**src/mlfq_pkg.sv**
```systemverilog
// shared types and constants of the feedback-queue scheduler
package mlfq_pkg;
	localparam int TaskW    = 4;
	localparam int MaxTasks = 16;
	localparam int BurstW   = 16;
	localparam int TimeW    = 32;
	localparam int Levels   = 3;
	localparam int CntW     = 5;

	localparam logic [1:0] REG_QTOP = 2'd0;
	localparam logic [1:0] REG_QMID = 2'd1;
	localparam logic [1:0] REG_QLOW = 2'd2;
	localparam logic [1:0] REG_AGE  = 2'd3;

	localparam logic FUNC_ARRIVE = 1'b0;
	localparam logic FUNC_TICK   = 1'b1;

	typedef logic [TaskW-1:0] task_t;
	typedef logic [1:0]       lvl_t;

	// queue command from the sequencer to the queue store
	typedef struct packed {
		logic  push;
		logic  pop;
		lvl_t  lvl;
		task_t tsk;
	} qcmd_t;

	// queue status back to the sequencer
	typedef struct packed {
		logic [Levels-1:0] nonempty;
		task_t             head_task;
	} qstat_t;
endpackage

```
**src/mlfq_queues.sv**
```systemverilog
// three ready queues in one memory, with heads, tails and counts
module mlfq_queues import mlfq_pkg::*; (
	input  logic   clk,
	input  logic   arst_n,
	input  qcmd_t  cmd,
	input  lvl_t   rd_lvl,
	output qstat_t stat
);
	task_t mem [Levels*MaxTasks];
	logic [TaskW-1:0] head_q [Levels];
	logic [TaskW-1:0] tail_q [Levels];
	logic [CntW-1:0]  cnt_q  [Levels];
	task_t            rd_q;
	logic [5:0]       waddr, raddr;

	assign waddr = {cmd.lvl, tail_q[cmd.lvl]};
	assign raddr = {rd_lvl, head_q[rd_lvl]};

	// popped task is held until the next pop
	always_ff @(posedge clk) begin
		if (cmd.push) mem[waddr] <= cmd.tsk;
		if (cmd.pop) rd_q <= mem[raddr];
	end

	always_ff @(posedge clk or negedge arst_n) begin
		if (!arst_n) begin
			for (int i = 0; i < Levels; i++) begin
				head_q[i] <= '0;
				tail_q[i] <= '0;
				cnt_q[i]  <= '0;
			end
		end else begin
			if (cmd.push) begin
				tail_q[cmd.lvl] <= tail_q[cmd.lvl] + 1'b1;
			end
			if (cmd.pop) begin
				head_q[cmd.lvl] <= head_q[cmd.lvl] + 1'b1;
			end
			for (int i = 0; i < Levels; i++) begin
				if (cmd.push && cmd.lvl == lvl_t'(i) && !(cmd.pop && cmd.lvl == lvl_t'(i)))
					cnt_q[i] <= cnt_q[i] + 1'b1;
				else if (cmd.pop && cmd.lvl == lvl_t'(i) && !(cmd.push && cmd.lvl == lvl_t'(i)))
					cnt_q[i] <= cnt_q[i] - 1'b1;
			end
		end
	end

	always_comb begin
		for (int i = 0; i < Levels; i++) stat.nonempty[i] = (cnt_q[i] != '0);
		stat.head_task = rd_q;
	end
endmodule

```
**src/mlfq_scheduler.sv**
```systemverilog
// top level of the three-level feedback-queue scheduler
// Items come in on s_axis: tdata {burst, task_id}, tuser func (0 arrival,
// 1 tick). An arrival makes no result; a tick makes exactly one result on
// m_axis: tdata {time_now, finished, run_level, run_task, ran}.
// Configuration is a plain write port: index 0 quantum_top, 1 quantum_mid,
// 2 quantum_low, 3 age_limit; writes take effect at once, no read-back.
// One item is handled at a time by a small sequencer sharing one queue
// memory (one write and one registered read a cycle) and one subtractor
// for the waiting-time compare. An arrival passes through S_ARR and back
// to idle. A tick passes through S_PRE, then S_RUN while the running task
// carries on, S_FIND and S_RUN when nothing is queued, and S_FIND, S_WAIT,
// S_CHK and S_RUN when a task is dispatched, with S_FIND, S_WAIT and S_CHK
// again for each promotion; the queue memory read sets the steps.
// s_axis_tready is low while an item is in progress or a result waits; the
// next item can be taken in the cycle after the result's transfer.
// A stalled m_axis holds its result and the block takes nothing new
// until it is transferred. Reset clears queues, task state, time and the
// running task, and loads the register defaults; queue slots and
// stamps hold no reset and are only read after being written.
module mlfq_scheduler import mlfq_pkg::*; (
	input  logic        clk,
	input  logic        arst_n,
	input  logic        s_axis_tvalid,
	output logic        s_axis_tready,
	input  logic [23:0] s_axis_tdata,  // task_id[3:0], burst[19:4], zero fill
	input  logic        s_axis_tuser,  // func
	output logic        m_axis_tvalid,
	input  logic        m_axis_tready,
	output logic [39:0] m_axis_tdata,  // ran, run_task, run_level, finished, time_now
	input  logic        cfg_we,
	input  logic [1:0]  cfg_index,
	input  logic [15:0] cfg_data
);
	typedef enum logic [6:0] {
		S_IDLE  = 7'b0000001,
		S_ARR   = 7'b0000010,
		S_PRE   = 7'b0000100,
		S_FIND  = 7'b0001000,
		S_WAIT  = 7'b0010000,
		S_CHK   = 7'b0100000,
		S_RUN   = 7'b1000000
	} state_t;

	state_t state_q;
	logic [7:0]  qtop_q, qmid_q, qlow_q, slice_q;
	logic [15:0] age_q;
	logic [BurstW-1:0] rem_q [MaxTasks];
	logic [TimeW-1:0]  stamp_q [MaxTasks];
	logic [TimeW-1:0]  now_q;
	logic        run_v_q;
	task_t       run_t_q, id_q;
	lvl_t        run_l_q, pop_l_q;
	logic [BurstW-1:0] burst_q;
	logic        out_v_q;
	logic [39:0] out_q;
	qcmd_t       cmd;
	qstat_t      stat;
	lvl_t        rd_lvl;
	logic [TimeW-1:0] waited;
	logic [7:0]  quant;
	logic [BurstW-1:0] rem_next;

	mlfq_queues u_q (.clk, .arst_n, .cmd, .rd_lvl, .stat);

	assign s_axis_tready = (state_q == S_IDLE) && !out_v_q;
	assign m_axis_tvalid = out_v_q;
	assign m_axis_tdata  = out_q;

	// highest non-empty level for the pop
	always_comb begin
		if (stat.nonempty[0])      rd_lvl = 2'd0;
		else if (stat.nonempty[1]) rd_lvl = 2'd1;
		else                       rd_lvl = 2'd2;
	end

	// shared subtractor for the wait check
	assign waited = now_q - stamp_q[stat.head_task];
	assign rem_next = rem_q[run_t_q] - 1'b1;

	always_comb begin
		case (run_l_q)
			2'd0:    quant = qtop_q;
			2'd1:    quant = qmid_q;
			default: quant = qlow_q;
		endcase
	end

	always_comb begin
		cmd = '0;
		case (state_q)
			S_ARR: begin
				if (burst_q != '0 && rem_q[id_q] == '0) begin
					cmd.push = 1'b1;
					cmd.lvl  = 2'd0;
					cmd.tsk  = id_q;
				end
			end
			S_PRE: begin
				if (run_v_q && run_l_q != 2'd0 && stat.nonempty[0]) begin
					cmd.push = 1'b1;
					cmd.lvl  = run_l_q;
					cmd.tsk  = run_t_q;
				end
			end
			S_FIND: begin
				if (stat.nonempty != '0) begin
					cmd.pop = 1'b1;
					cmd.lvl = rd_lvl;
				end
			end
			S_CHK: begin
				if (pop_l_q != 2'd0 && waited >= TimeW'(age_q)) begin
					cmd.push = 1'b1;
					cmd.lvl  = pop_l_q - 1'b1;
					cmd.tsk  = stat.head_task;
				end
			end
			S_RUN: begin
				if (run_v_q && rem_next != '0 && (slice_q + 1'b1) >= quant) begin
					cmd.push = 1'b1;
					cmd.lvl  = (run_l_q == 2'd2) ? 2'd2 : run_l_q + 1'b1;
					cmd.tsk  = run_t_q;
				end
			end
			default: ;
		endcase
	end

	// a push at quantum expiry is stamped with the time after this tick, any other push with the time now
	always_ff @(posedge clk) begin
		if (cmd.push) stamp_q[cmd.tsk] <= (state_q == S_RUN) ? now_q + 1'b1 : now_q;
	end

	always_ff @(posedge clk or negedge arst_n) begin
		if (!arst_n) begin
			state_q <= S_IDLE;
			qtop_q <= 8'd2; qmid_q <= 8'd4; qlow_q <= 8'd8; age_q <= 16'd10;
			for (int i = 0; i < MaxTasks; i++) rem_q[i] <= '0;
			now_q <= '0; run_v_q <= 1'b0; run_t_q <= '0; run_l_q <= '0;
			slice_q <= '0; out_v_q <= 1'b0; id_q <= '0; burst_q <= '0;
			pop_l_q <= '0; out_q <= '0;
		end else begin
			if (cfg_we) begin
				case (cfg_index)
					REG_QTOP: qtop_q <= cfg_data[7:0];
					REG_QMID: qmid_q <= cfg_data[7:0];
					REG_QLOW: qlow_q <= cfg_data[7:0];
					REG_AGE:  age_q  <= cfg_data;
					default: ;
				endcase
			end
			if (out_v_q && m_axis_tready) out_v_q <= 1'b0;
			case (state_q)
				S_IDLE: begin
					if (s_axis_tvalid && s_axis_tready) begin
						id_q    <= s_axis_tdata[3:0];
						burst_q <= s_axis_tdata[19:4];
						state_q <= (s_axis_tuser == FUNC_TICK) ? S_PRE : S_ARR;
					end
				end
				S_ARR: begin
					if (cmd.push) rem_q[id_q] <= burst_q;
					state_q <= S_IDLE;
				end
				S_PRE: begin
					if (cmd.push) run_v_q <= 1'b0;
					state_q <= (cmd.push || !run_v_q) ? S_FIND : S_RUN;
				end
				S_FIND: begin
					pop_l_q <= rd_lvl;
					state_q <= cmd.pop ? S_WAIT : S_RUN;
				end
				S_WAIT: state_q <= S_CHK;
				S_CHK: begin
					if (cmd.push) begin
						state_q <= S_FIND;
					end else begin
						run_v_q <= 1'b1;
						run_t_q <= stat.head_task;
						run_l_q <= pop_l_q;
						slice_q <= '0;
						state_q <= S_RUN;
					end
				end
				S_RUN: begin
					now_q   <= now_q + 1'b1;
					out_v_q <= 1'b1;
					if (run_v_q) begin
						rem_q[run_t_q] <= rem_next;
						slice_q <= slice_q + 1'b1;
						if (rem_next == '0 || cmd.push) run_v_q <= 1'b0;
						out_q <= {now_q + 1'b1, rem_next == '0, run_l_q, run_t_q, 1'b1};
					end else begin
						out_q <= {now_q + 1'b1, 1'b0, 2'd0, 4'd0, 1'b0};
					end
					state_q <= S_IDLE;
				end
				default: state_q <= S_IDLE;
			endcase
		end
	end

	a_onehot: assert property (@(posedge clk) disable iff (!arst_n) $onehot(state_q))
		else $error("state not one-hot");
	a_ready: assert property (@(posedge clk) disable iff (!arst_n)
		out_v_q |-> !s_axis_tready) else $error("ready while result waits");
	a_time: assert property (@(posedge clk) disable iff (!arst_n)
		state_q == S_RUN |=> now_q == $past(now_q) + 1'b1) else $error("time step");
	a_runlvl: assert property (@(posedge clk) disable iff (!arst_n)
		run_v_q |-> run_l_q != 2'd3) else $error("bad level");
endmodule
```
**config.mk**
```make
export PLATFORM = sky130hd
export DESIGN_NAME = mlfq_scheduler
export DESIGN_NICKNAME = d
export VERILOG_FILES = /design/src/mlfq_pkg.sv /design/src/mlfq_queues.sv /design/src/mlfq_scheduler.sv
export SDC_FILE = /design/constraint.sdc
export NUM_CORES = 2
export LEC_CHECK = 0
export BUFFER_PORTS_ARGS = -buffer_cell sky130_fd_sc_hd__buf_4
export CAP_MARGIN = 20
export CORE_UTILIZATION = 50
export DETAILED_ROUTE_END_ITERATION = 7
export PLACE_DENSITY = 0.66
export REMOVE_ABC_BUFFERS = 1
export SLEW_MARGIN = 10
export SYNTH_ARGS = -nofsm -noshare
export SYNTH_HDL_FRONTEND = slang
export SYNTH_SLANG_ARGS = --single-unit
```
**constraint.sdc**
```tcl
create_clock -name clk -period 13.7 [get_ports clk]
set_clock_uncertainty 0.2 [all_clocks]
set_input_delay 1.37 -clock clk [delete_from_list [all_inputs] [get_ports clk]]
set_output_delay 1.37 -clock clk [all_outputs]
set_load 0.005 [all_outputs]
```
; ---- Yosys cells after proc, flatten, opt, wreduce, memory -nomap -nowiden
; Memories as Yosys holds them, arrays and structs flattened. A register that Yosys moved wholly into a read port is not among the register bits.
; Cells that the tools add are included.
[op_classes]
n_lt_le_gt_ge = 9
n_bitwise = 5
addsub = 14
mux = 71
reduce_logical = 63
eq_ne = 19
[ops]
columns = operator, n
row1 = $bwmux W256, 2
row2 = $mux W256, 2
row3 = $pmux W256 S2, 1
row4 = $bmux W16 S4, 2
row5 = $demux W16 S4, 2
row6 = $mux W16, 6
row7 = $pmux W7 S5, 1
row8 = $add A32 B1 Y32 const B, 1
row9 = $ge A32 B16 Y1, 1
row10 = $logic_not A16 Y1, 2
row11 = $mux W32, 1
row12 = $mux W4, 8
row13 = $pmux W8 S2, 2
row14 = $reduce_bool A16 Y1, 2
row15 = $sub A32 B32 Y32, 1
row16 = $mux W5, 6
row17 = $mux W7, 4
row18 = $bmux W4 S2, 3
row19 = $bwmux W12, 2
row20 = $logic_and A1 B1 Y1, 24
row21 = $mux W8, 3
row22 = $mux W6, 3
row23 = $pmux W4 S4, 1
row24 = $reduce_bool A2 Y1, 8
row25 = other kinds (40), 93
[word_totals]
n_memories = 2
input_bits = 48
ff_bits = 452
ram_bits = 704
output_inout_bits = 42
[mem_list]
columns = name, words, word_bits, read_ports, rd_ports_with_merged_regs, write_ports, line_no
row1 = stamp_q, 16, 32, 1, 0, 1, mlfq_scheduler.sv:48  ; logic [TimeW-1:0] stamp_q [MaxTasks];
row2 = u_q.mem, 48, 4, 1, 1, 1, mlfq_queues.sv:9  ; task_t mem [Levels*MaxTasks];

; ---- Depth between registers and ports, before layout
[logic_depth]
ltp_word = 16
ltp_mapped = 38
depth_no_buf = 33

; ---- Modules after synthesis
; From an unflattened synthesis, not the netlist that was laid out.
[hier_totals]
hier_cells = 4054
hier_area_um2 = 53902.9
[modules_own_cells]
columns = mod, n_inst, seq_area_each_um2, cells_each, area_each_um2
row1 = mlfq_scheduler, 1, 25717.2, 3410, 43763.2
row2 = mlfq_queues, 1, 6861.6, 644, 10139.7

; ---- Worst setup path after synthesis
; Ideal clock, no wire load.
[synth_path]
path_kind = flip-flop to flip-flop
startpoint = register u_q.rd_q[0] (read register of u_q.mem)
endpoint = memory stamp_q[2][0], enable pin
setup_time_ns = 0.461
stages_incl_launch_ff = 29
setup_slack_ns = 3.591
t_arrival_ns = 9.448
period_less_slack_ns = 10.109
cell_sequence = edfxtp_1 clkbuf_1 clkbuf_1 clkbuf_1 buf_1 mux4_2 mux4_2 ha_1 fa_1 nand2b_1 a21o_1 a31o_2 nand2_1 a21o_1 a21oi_1 xnor2_1 ha_1 and4_1 nand2_1 o21ai_0 a2111o_1 a31oi_1 o2111ai_1 nor4_1 nor3_1 a22oi_1 nand2_1 nand3_1 nor3_1
[synth_lines]
columns = item, line_no
row1 = start: declaration, mlfq_queues.sv:13  ; task_t rd_q;
row2 = end: declaration, mlfq_scheduler.sv:48

; ---- Worst setup path in the final report
[layout_path]
startpoint = register u_q.rd_q[0] (read register of u_q.mem)
endpoint = register u_q.cnt_q[9] (netlist bit)
[layout_between]
elab_chain_len = 11
word_cells_on_any_way = 17
classes_between = 1 x add/sub / 1 x order compare / 1 x eq/ne / 5 x mux / 8 x reduce/logical / 1 x memory
[layout_lines]
columns = item, line_no
row1 = $mem_v2 Z16 W32 (*), --
row2 = $sub A32 B32 Y32 (*), mlfq_scheduler.sv:77  ; assign waited = now_q - stamp_q[stat.head_task];
row3 = $ge A32 B16 Y1 (*), mlfq_scheduler.sv:112  ; if (pop_l_q != 2'd0 && waited >= TimeW'(age_q)) begin
row4 = $logic_and A1 B1 Y1 (*), mlfq_scheduler.sv:112
row5 = $mux W6, mlfq_scheduler.sv:112
row6 = $pmux W2 S5, mlfq_scheduler.sv:90  ; case (state_q)
row7 = $eq A2 B1 Y1, "mlfq_queues.sv:40, mlfq_queues.sv:42"
row8 = $logic_and A1 B1 Y1, "mlfq_queues.sv:40, mlfq_queues.sv:42"
row9 = "$logic_not A1 Y1, on equally long branches", "mlfq_queues.sv:40, mlfq_queues.sv:42"
row10 = "$logic_and A1 B1 Y1, on equally long branches", "mlfq_queues.sv:40, mlfq_queues.sv:42"
row11 = $mux W5 / $reduce_bool A2 Y1 (equally long branches), --
row12 = end signal: indexed assignment, mlfq_queues.sv:41  ; cnt_q[i] <= cnt_q[i] + 1'b1;
row13 = end signal: indexed assignment, mlfq_queues.sv:43  ; cnt_q[i] <= cnt_q[i] - 1'b1;
row14 = end: declaration, mlfq_queues.sv:12  ; logic [CntW-1:0] cnt_q [Levels];
; Every way passes the cells marked *; elsewhere a longest branch is shown, timed or not.
; A chain may end at the register's enable or synchronous reset.

==> results.py <==
metrics = {
    "worst_setup_path": {
        "path_class": "reg2reg",
        "critical_path.slowest_cell": "edfxtp_1",
        "critical_path.startpoint": "u_q.rd_q[0]$_DFFE_PP_",
        "rr_worst_depth": 33,
        "rr_endpoint": "u_q.cnt_q[9]$_DFFE_PN0P_",
        "startpoint_type": "register",
        "crit_path_end_kind": "register",
        "crit_arrival_ns": 10.72,
        "timing.rr.start": "u_q.rd_q[0]$_DFFE_PP_",
        "r2r_slack_ns": 3.36,
        "path_buf_inv": 5,
        "critPathMaxFanout": 39,
        "path_delay_family": "compound AO/OA/AOI/OAI gates",
        "cp.required_ns": 14.08,
        "cpPeakStageDelay_ns": 0.86,
    },
    "sta": {
        "min_period_over_period_pct": 75.5,
        "hold_viol": 0,
        "setup_ws_ns": 3.36,
        "max_freq_mhz": 96.7,
        "worstMarginPinSlew_ns": 1.12,
        "finalMaxSlewViolations": 0,
        "rsz0062_at_grt": "no",
        "slew_headroom_pct": 25.0,
        "finalSetupTns_ns": 0,
        "setup_viol": 0,
        "post-route-min-period_ns": 10.34,
    },
    "clock_network": {
        "clock-sinks": 1160,
        "clk_path_buf_depth": 3,
        "cts_root_buf": "clkbuf_16",
        "htreeDepth": 3,
        "postCtsSetupBuffers": 0,
        "cts_buffers": 119,
        "cts_resized": 0,
        "hold_buffers": 0,
        "cts_tree": "done",
        "clock_latency_ns": 0.74,
        "clk_pin_slew_worst_paths_ns": 0.06,
    },
    "die": {
        "start_util_pct": 50.6,
        "io_pins": 90,
        "fp.dieH_um": 329,
        "fp.dieW_um": 329,
        "core_um2": 106000,
        "dieArea_um2": 108000,
        "placementRows": 119,
    },
    "power": {
        "leakage_nw": 23.1,
        "vdd_drop_max_v": 0.000383,
        "powerDensity_nw_per_um2": 195,
        "p_total_mw": 11.8,
    },
    "outcome": {
        "outcome": "finished with violations",
        "violations": "design-rule violations",
    },
    "place": {
        "hpwl_um": 89000,
        "dp_cells": 5316,
        "gp_congestion": 0.959,
        "portBuffers": 85,
        "place_ws_ns": 3.40,
    },
    "layout": {
        "synthToLayoutAreaGrowth_pct": 13.0,
        "final_cell_count_no_fill": 5568,
        "drive_gt1_share_pct": 20.8,
        "final_core_util_pct": 57.2,
        "nets": 4200,
    },
    "global_route": {
        "grt_pass1_wl_um": 218000,
        "grt_max_degree": 157,
        "grt_pass1_vias": 34306,
        "grt_overflow_total": 0,
        "antenna_found_initial": 1,
        "grt_usage_pct": 26.8,
    },
    "logic_synthesis": {
        "synth_edf_count": 708,
        "ys_ff_latch": 1160,
        "syn_avg_cell_area_um2": 13.4,
        "async_flop_share_pct": 39.0,
        "syn_inst": 3975,
        "synth_ff_type": "edfxtp_1",
        "yosys_warnings": 0,
        "ys_types": 80,
        "yosysSeqAreaShare_pct": 61.0,
        "syn_area_um2": 53400,
    },
    "min_path": {
        "hold_path.class": "reg2reg",
        "hold_path_depth": 1,
        "min_from": "u_q.cnt_q[14]$_DFFE_PN0P_",
        "holdPathEnd": "u_q.cnt_q[14]$_DFFE_PN0P_",
    },
    "drt": {
        "first_iter_violations": 4041,
        "drc": 10,
        "wirelength_um": 144000,
        "detail_route.vias_per_cell": 6.30,
        "vias": 35074,
        "dr.pass1.iters": 8,
        "ant_nets": 0,
        "wl_per_cell_um": 25.8,
    },
    "job": {
        "max_cap_viol_count": 0,
    },
}
## report_power, final
| group | switching [mW] | leakage [nW] | internal [mW] |
|---|---|---|---|
| clock network | 1.41 | 2.04 | 1.98 |
| registers | 0.353 | 13.2 | 4.06 |
| logic | 2.67 | 7.78 | 1.34 |
## worst max path at each step
stage	to	slack [ns]	cells after the start
2_1_floorplan	stamp_q[1][0]$_DFFE_PP_	-0.06	24
3_3_place_gp	u_q.cnt_q[9]$_DFFE_PN0P_	3.54	34
3_5_place_dp	u_q.cnt_q[9]$_DFFE_PN0P_	3.40	33
4_1_cts	u_q.cnt_q[9]$_DFFE_PN0P_	3.31	33
5_1_grt	u_q.cnt_q[9]$_DFFE_PN0P_	2.62	33
6_report	u_q.cnt_q[9]$_DFFE_PN0P_	3.36	33
## synthesized netlist by cell type, types with 4 or more instances
master / n / area [um2]
a211oi_1: 8 / 60.1
a21o_1: 24 / 180
a21oi_1: 145 / 726
a22o_1: 8 / 70.1
a22oi_1: 227 / 1700
a31oi_1: 8 / 50.1
and2_1: 5 / 31.3
and3_1: 19 / 119
buf_1: 37 / 139
buf_2: 17 / 85.1
buf_6: 4 / 45.0
clkbuf_1: 201 / 754
dfrtp_1: 446 / 11200
dfstp_2: 6 / 158
edfxtp_1: 708 / 21300
fa_1: 4 / 80.1
ha_1: 78 / 976
inv_1: 83 / 312
mux2_2: 95 / 1070
mux2i_1: 39 / 390
mux4_2: 276 / 6220
nand2_1: 467 / 1750
nand2b_1: 13 / 81.3
nand3_1: 56 / 280
nand3b_1: 8 / 60.1
nand4_1: 32 / 200
nor2_1: 239 / 897
nor2_2: 6 / 37.5
nor2b_1: 13 / 81.3
nor3_1: 33 / 165
nor3b_1: 7 / 52.6
nor4_1: 72 / 450
o2111ai_1: 4 / 35.0
o211ai_1: 10 / 75.1
o21a_1: 7 / 52.6
o21ai_0: 353 / 1770
o21ai_1: 16 / 80.1
o31ai_1: 7 / 52.6
or2_2: 4 / 25.0
or3_1: 9 / 56.3
or4_1: 7 / 52.6
xnor2_1: 69 / 604
xor2_1: 47 / 412
## metrics by stage
stage	hold slack [ns]	area, um2
floorplan	0.233	52400
global placement	0.250	55900
detailed placement	0.255	55900
CTS	0.266	60100
global route	0.290	60400
finish	0.268	60400
## registers in the layout, indices dropped and copies added, names as in the netlist, 8 cells and up
signal / cells
qlow_q: 8
u_q.cnt_q: 15
m_axis_tdata: 40
burst_q: 16
rem_q: 256
u_q.head_q: 12
qtop_q: 8
stamp_q: 512
now_q: 32
slice_q: 8
qmid_q: 8
u_q.tail_q: 12
u_q.mem: 192
age_q: 16
## placed cells by master (no fill, tap or decap), types with 9 or more instances in the layout
master	n
edfxtp_1	708
nand2_1	465
dfrtp_1	444
o21ai_0	353
mux4_2	276
nor2_1	229
a22oi_1	227
buf_4	220
a21oi_1	141
clkbuf_16	121
mux2_2	95
inv_1	83
ha_1	78
nor4_1	72
xnor2_1	61
nand3_1	56
xor2_1	47
mux2i_1	39
nand4_1	32
nor3_1	29
clkinv_2	27
a21o_1	24
clkbuf_1	22
and3_1	18
clkbuf_8	18
o21ai_1	16
nor2b_1	13
nand2b_1	13
bufinv_16	13
o211ai_1	10
or3_1	9
nor2_4	9
## kinds of logic (layout without fill, tap and decap cells)
group | Yosys count | in the layout | share of synthesized area [%]
compound gates | 851 | 851 | 9.74
buf+inv | 345 | 546 | 2.53
fa+ha+maj | 82 | 82 | 1.98
xor+xnor | 116 | 116 | 1.90
mux | 410 | 410 | 14.4
simple gates | 1011 | 1011 | 8.52
flops | 1160 | 1160 | 61.0
other cells | 0 | 1 | 0
## metal layers
layer	GRT usage (%)	wire length, um	up-vias
met5	0.478	82	-
met1	37.3	59400	17839
li1	-	-	15340
met3	4.91	10800	291
met2	42.2	68000	1600
met4	10.0	5610	4
## area by class of cell
class,count,area [um2]
inverters,84,315
well taps,1391,1740
diodes,1,2.50
clock inverters,65,816
flip-flops and latches,1160,32600
repair buffers,235,1880
multi-input cells,2470,19700
clock buffers,162,3370
fillers,8281,45100
Note: power is estimated with default switching activity, not from simulation.
